===== src/rtl/c2tot_div.sv =====
// Pipelined restoring divider, one quotient bit per register stage.
module c2tot_div #(
    parameter int DW = 24,
    parameter int QW = 28,
    parameter int PW = 1
) (
    input  logic              i_clk,
    input  logic              i_rst_n,
    input  logic              i_en,
    input  logic              i_valid,
    input  logic [DW+QW-1:0]  i_num,
    input  logic [DW-1:0]     i_den,
    input  logic [PW-1:0]     i_side,
    output logic              o_valid,
    output logic [QW-1:0]     o_quo,
    output logic [PW-1:0]     o_side
);
    logic [DW-1:0] r_rem  [QW];
    logic [QW-1:0] r_nq   [QW];
    logic [DW-1:0] r_den  [QW];
    logic [PW-1:0] r_side [QW];
    logic          r_vld  [QW];

    for (genvar k = 0; k < QW; k++) begin : g_stage
        logic [DW-1:0] rem_in;
        logic [QW-1:0] nq_in;
        logic [DW-1:0] den_in;
        logic [PW-1:0] side_in;
        logic          vld_in;
        logic [DW:0]   sh;
        logic          ge;
        logic [DW:0]   diff;

        if (k == 0) begin : g_first
            assign rem_in = i_num[DW+QW-1:QW];
            assign nq_in = i_num[QW-1:0];
            assign den_in = i_den;
            assign side_in = i_side;
            assign vld_in = i_valid;
        end else begin : g_next
            assign rem_in = r_rem[k-1];
            assign nq_in = r_nq[k-1];
            assign den_in = r_den[k-1];
            assign side_in = r_side[k-1];
            assign vld_in = r_vld[k-1];
        end

        assign sh = {rem_in, nq_in[QW-1]};
        assign ge = (sh >= {1'b0, den_in});
        assign diff = sh - {1'b0, den_in};

        always_ff @(posedge i_clk) begin
            if (!i_rst_n) begin
                r_vld[k] <= 1'b0;
            end else if (i_en) begin
                r_vld[k] <= vld_in;
            end
            if (i_en) begin
                r_rem[k] <= ge ? diff[DW-1:0] : sh[DW-1:0];
                r_nq[k] <= {nq_in[QW-2:0], ge};
                r_den[k] <= den_in;
                r_side[k] <= side_in;
            end
        end
    end

    assign o_valid = r_vld[QW-1];
    assign o_quo = r_nq[QW-1];
    assign o_side = r_side[QW-1];
endmodule


===== config.mk =====
export PLATFORM = sky130hd
export DESIGN_NAME = c2tot_div
export DESIGN_NICKNAME = d
export VERILOG_FILES = /design/src/rtl/c2tot_div.sv
export SDC_FILE = /design/constraint.sdc
export NUM_CORES = 2
export LEC_CHECK = 0
export BUFFER_PORTS_ARGS = -buffer_cell sky130_fd_sc_hd__buf_2
export CORE_MARGIN = 4
export CORE_UTILIZATION = 65
export CTS_BUF_LIST = sky130_fd_sc_hd__clkbuf_8
export DETAILED_ROUTE_END_ITERATION = 16
export GPL_TIMING_DRIVEN = 1
export MAX_ROUTING_LAYER = met4
export PLACE_DENSITY = 0.82
export REMOVE_ABC_BUFFERS = 1
export SKIP_LAST_GASP = 1
export SYNTH_ARGS = -nofsm -noshare
export SYNTH_HDL_FRONTEND = slang
export SYNTH_SLANG_ARGS = --single-unit

===== constraint.sdc =====
create_clock -name i_clk -period 5.3 [get_ports i_clk]
set_clock_uncertainty 0.15 [all_clocks]
set_input_delay 1.59 -clock i_clk [delete_from_list [all_inputs] [get_ports i_clk]]
set_output_delay 1.59 -clock i_clk [all_outputs]
set_load 0.005 [all_outputs]

# Yosys cells after proc, flatten, opt, wreduce, memory -nomap -nowiden
# Memories as Yosys holds them, arrays and structs flattened.
# Index checks and enable logic that the tools add are counted.
# W data, S select, Z words.
# totals
ff_bits,0
ram_bits,2184
input_bits,81
output_inout_bits,30
word_cells,150
mem_count,5
# op_classes
add_sub_neg,28
n_lt_le_gt_ge,28
muxes,61
n_bitwise,28
# mem_list
memory,words,width,read_ports,rd_clocked_by_memory_dff,write_ports,line,rtl
r_nq,28,28,28,0,28,19,logic [QW-1:0] r_nq [QW];
r_den,28,24,27,0,28,20,logic [DW-1:0] r_den [QW];
r_rem,28,24,27,0,28,18,logic [DW-1:0] r_rem [QW];
r_side,28,1,28,0,28,21,logic [PW-1:0] r_side [QW];
r_vld,28,1,28,0,28,22,logic r_vld [QW];
# op_table
cell,n
$ge A25 B24 Y1,28
$mux W24,28
$sub A24 B24 Y24,28
$mux W1,33
$or A1 B1 Y1,28

# Longest topological paths before layout
# logic_depth
word_depth,4
depth_mapped,15
ltp_nobuf,13

# Worst setup path before layout
# No wires, ideal clock.
# synth_path
kind,input to register
startpoint,input port i_den[1]
endpoint,"memory r_rem[0][16], data pin"
setup_ps,260
arrival_ps,4137
t_required_ps,4890
path_slack_ps,753
cell_stages,13
n_path_buf,1
cell_sequence,inv_1 > ha_1 > nor2b_1 > o31a_1 > o2111ai_2 > a31oi_1 > a211o_1 > a21oi_2 > o21ai_1 > a311oi_1 > o21bai_2 > buf_6 > mux2_2
# synth_lines
element,line,rtl
start: declaration,12,"input logic [DW-1:0] i_den,"
end: declaration,18,

==> impl_metrics.ini <==
[status]
status = finished clean

[synth]
synthTopCellsByArea = edfxtp_1 61%, ha_1 8.0%, inv_1 3.0%
syn_area_um2 = 105000
postSynth.asyncResetShare_pct = 0
synth_most_common_cell = edfxtp_1
ys_warn_count = 0
synth.avg_cell_area_um2 = 12.66
syn_inst = 8295
ys_ff_latch = 2136
synth_common_cells = 2135 x edfxtp_1, 840 x inv_1, 672 x ha_1
synth_top_area_cell = edfxtp_1
synthDistinctLibCells = 95
synth_edf_count = 2135
synth_top_area_share_pct = 61.07
ys_seq_area_share_pct = 61.09
synth_ff_type = edfxtp_1

[critical_path]
critPathTopFamily = compound AO/OA/AOI/OAI gates
critPathBufInv = 1
path_class = reg -> reg
cp_cell_sequence = inv_1 -> ha_1 -> nor2b_1 -> o21ai_1 -> a21boi_1 -> o31ai_1 -> a31oi_1 -> a31oi_1 -> a31oi_1 -> a211o_1 -> a211o_1 -> mux2_1
crit_start = r_den[0][25]
max_stage_delay_ns = 0.76
cp_common_cell = a31oi_1
regToRegStartpoint = r_den[0][25]
startpoint_type = flop
arrival_ns = 5.08
cp_slowest_cell = a211o_1
path_max_fanout = 25
crit_required_ns = 5.92
cp-end-kind = flop

[final_layout]
fin_cells = 11080
fillerInstances = 10809
final_util_pct = 71.53
syn_to_final_growth_pct = 9.404
drive_gt1_share_pct = 10.51
layout.nets = 9457

[hold_path]
hp-start = r_nq[1][82]
hold_class = reg -> reg

[sta]
min_period_ns = 4.455
tns_ns = 0
finalCritPeriodShare_pct = 84.05
drv_slew = 0
hold_violations = 0
setup_viol = 0
setup_slack_ns = 0.8451
tightest_slew_ns = 1.261
max_freq_mhz = 224.5
maxSlewHeadroom_pct = 15.95
timing.hold.ws_ns = 0.1934
rsz0062_at_grt = false

[pwr]
ir_drop_uv = 385.0
p_leak_nw = 46.37
power_density_nw_per_um2 = 590.4

[detailed_routing]
wl_per_cell_um = 19.78
vias_per_cell = 5.930
num_vias = 65706
drc_errors = 0
drt-pass1-iter-count = 6
routed_wl_um = 219200
drt_iter0_markers = 6218
postRouteAntennaNets = 0

[grt]
antenna_found_initial = 4
overflow = 0
grt_pass1_wl_um = 347200
grt_pass1_vias = 64580
track_usage_pct = 26.79
grt_max_degree = 149

[clocking]
ctsResizeCount = 0
clk_path_buf_depth = 4
cts.sinks = 2136
clk_latency_ns = 1.06
clk_pin_slew_ns = 0.06
cts_tree = yes
cts.htree.levels = 5
cts_setup_buffers = 0
cts-buffers-inserted = 356
cts.hold.buffers_added = 0
cts_root_buffer = clkbuf_8

[die]
die_w_um = 409.9
die_h_um = 409.9
die_area_um2 = 168000
core-area_um2 = 160600
start_util_pct = 65.38
io_pins = 111
rows = 147

[place]
numPortBuffers = 110
place_ws_ns = 0.3580
dp_cells = 10479
place_congestion = 0.9492
dp.final_hpwl_um = 158700

[run]
cap_violations = 0
==> cell families (layout without fill, tap and decap cells) <==
logic type      count (synthesis)  in the layout  synth area share (%)
other cells                     0              4                     0
buf+inv                      1012           1633                 3.720
compound gates               1967           1967                 11.80
mux                           293            293                 3.111
flops                        2136           2136                 61.09
fa+ha+maj                     699            699                 8.524
simple gates                 1683           1683                 7.545
xor+xnor                      505            505                 4.213
==> placed cells by master (no fill, tap or decap), types with 42 or more instances in the layout <==
cell      netlist  routed
a211oi_1       53      53
a21o_1        263     263
a21oi_1       583     581
a31oi_1        62      62
and3_1         86      86
buf_2          40     109
buf_4           3      65
clkbuf_8        0     358
clkinv_1        0      69
clkinv_2        0      42
edfxtp_1     2135    2135
ha_1          672     672
inv_1         840     935
mux2_2        243     243
nand2_1       532     532
nand2b_1       84      84
nand3_1       118     118
nand4_1        91      91
nor2_1        440     440
nor2b_1       101     101
nor3_1         92      92
o21a_1        109     109
o21ai_0       492     490
o21bai_1       51      51
o31ai_1        49      48
xnor2_1       314     314
xor2_1        191     191
==> area by class of cell <==
class | count | area, um^2 | share of cell area, %
clock buffers | 358 | 4927 | 4.290
repair buffers | 195 | 1454 | 1.266
clock inverters | 239 | 1421 | 1.237
inverters | 841 | 3157 | 2.748
well taps | 2160 | 2703 | 2.353
diodes | 4 | 10.01 | 0.008715
flip-flops and latches | 2136 | 64130 | 55.83
multi-input cells | 5147 | 37060 | 32.26
==> registers in the layout (all words and copies together) (netlist names) <==
name    count
r_den     648
r_side     28
r_nq      784
r_vld      28
r_rem     648
==> power breakdown <==
part	switching, mW	internal, mW
registers	2.23	24.0
clock network	6.32	7.00
logic	15.9	12.3
total	24.5	43.3
==> metal layers <==
layer	vias up	wire, um	track usage (%)	part of all wire (%)
li1	31443	-	-	-
met1	31590	96360	36.75	44
met2	2244	102600	41.76	47
met3	429	14720	4.511	6.7
met4	0	5508	7.933	2.5
met5	-	0	-	0
==> through the flow <==
stage | power (mW) | instance area [um^2]
after floorplan | 46.71 | 104200
after global placement | 53.38 | 108500
after detailed placement | 54.23 | 108500
after CTS | 67.89 | 114800
after global routing | 72.38 | 114900
final | 67.81 | 114900
==> final timing paths <==
kind | end | slack (ns) | cells past startpoint
worst max register to register | r_rem[2][10] | 0.85 | 12
worst max-delay path | r_rem[2][10] | 0.85 | 12
worst min register to register | r_nq[1][111] | 0.19 | 0
worst min-delay path | r_nq[1][111] | 0.19 | 0
Power figures use the tool's default switching activity.
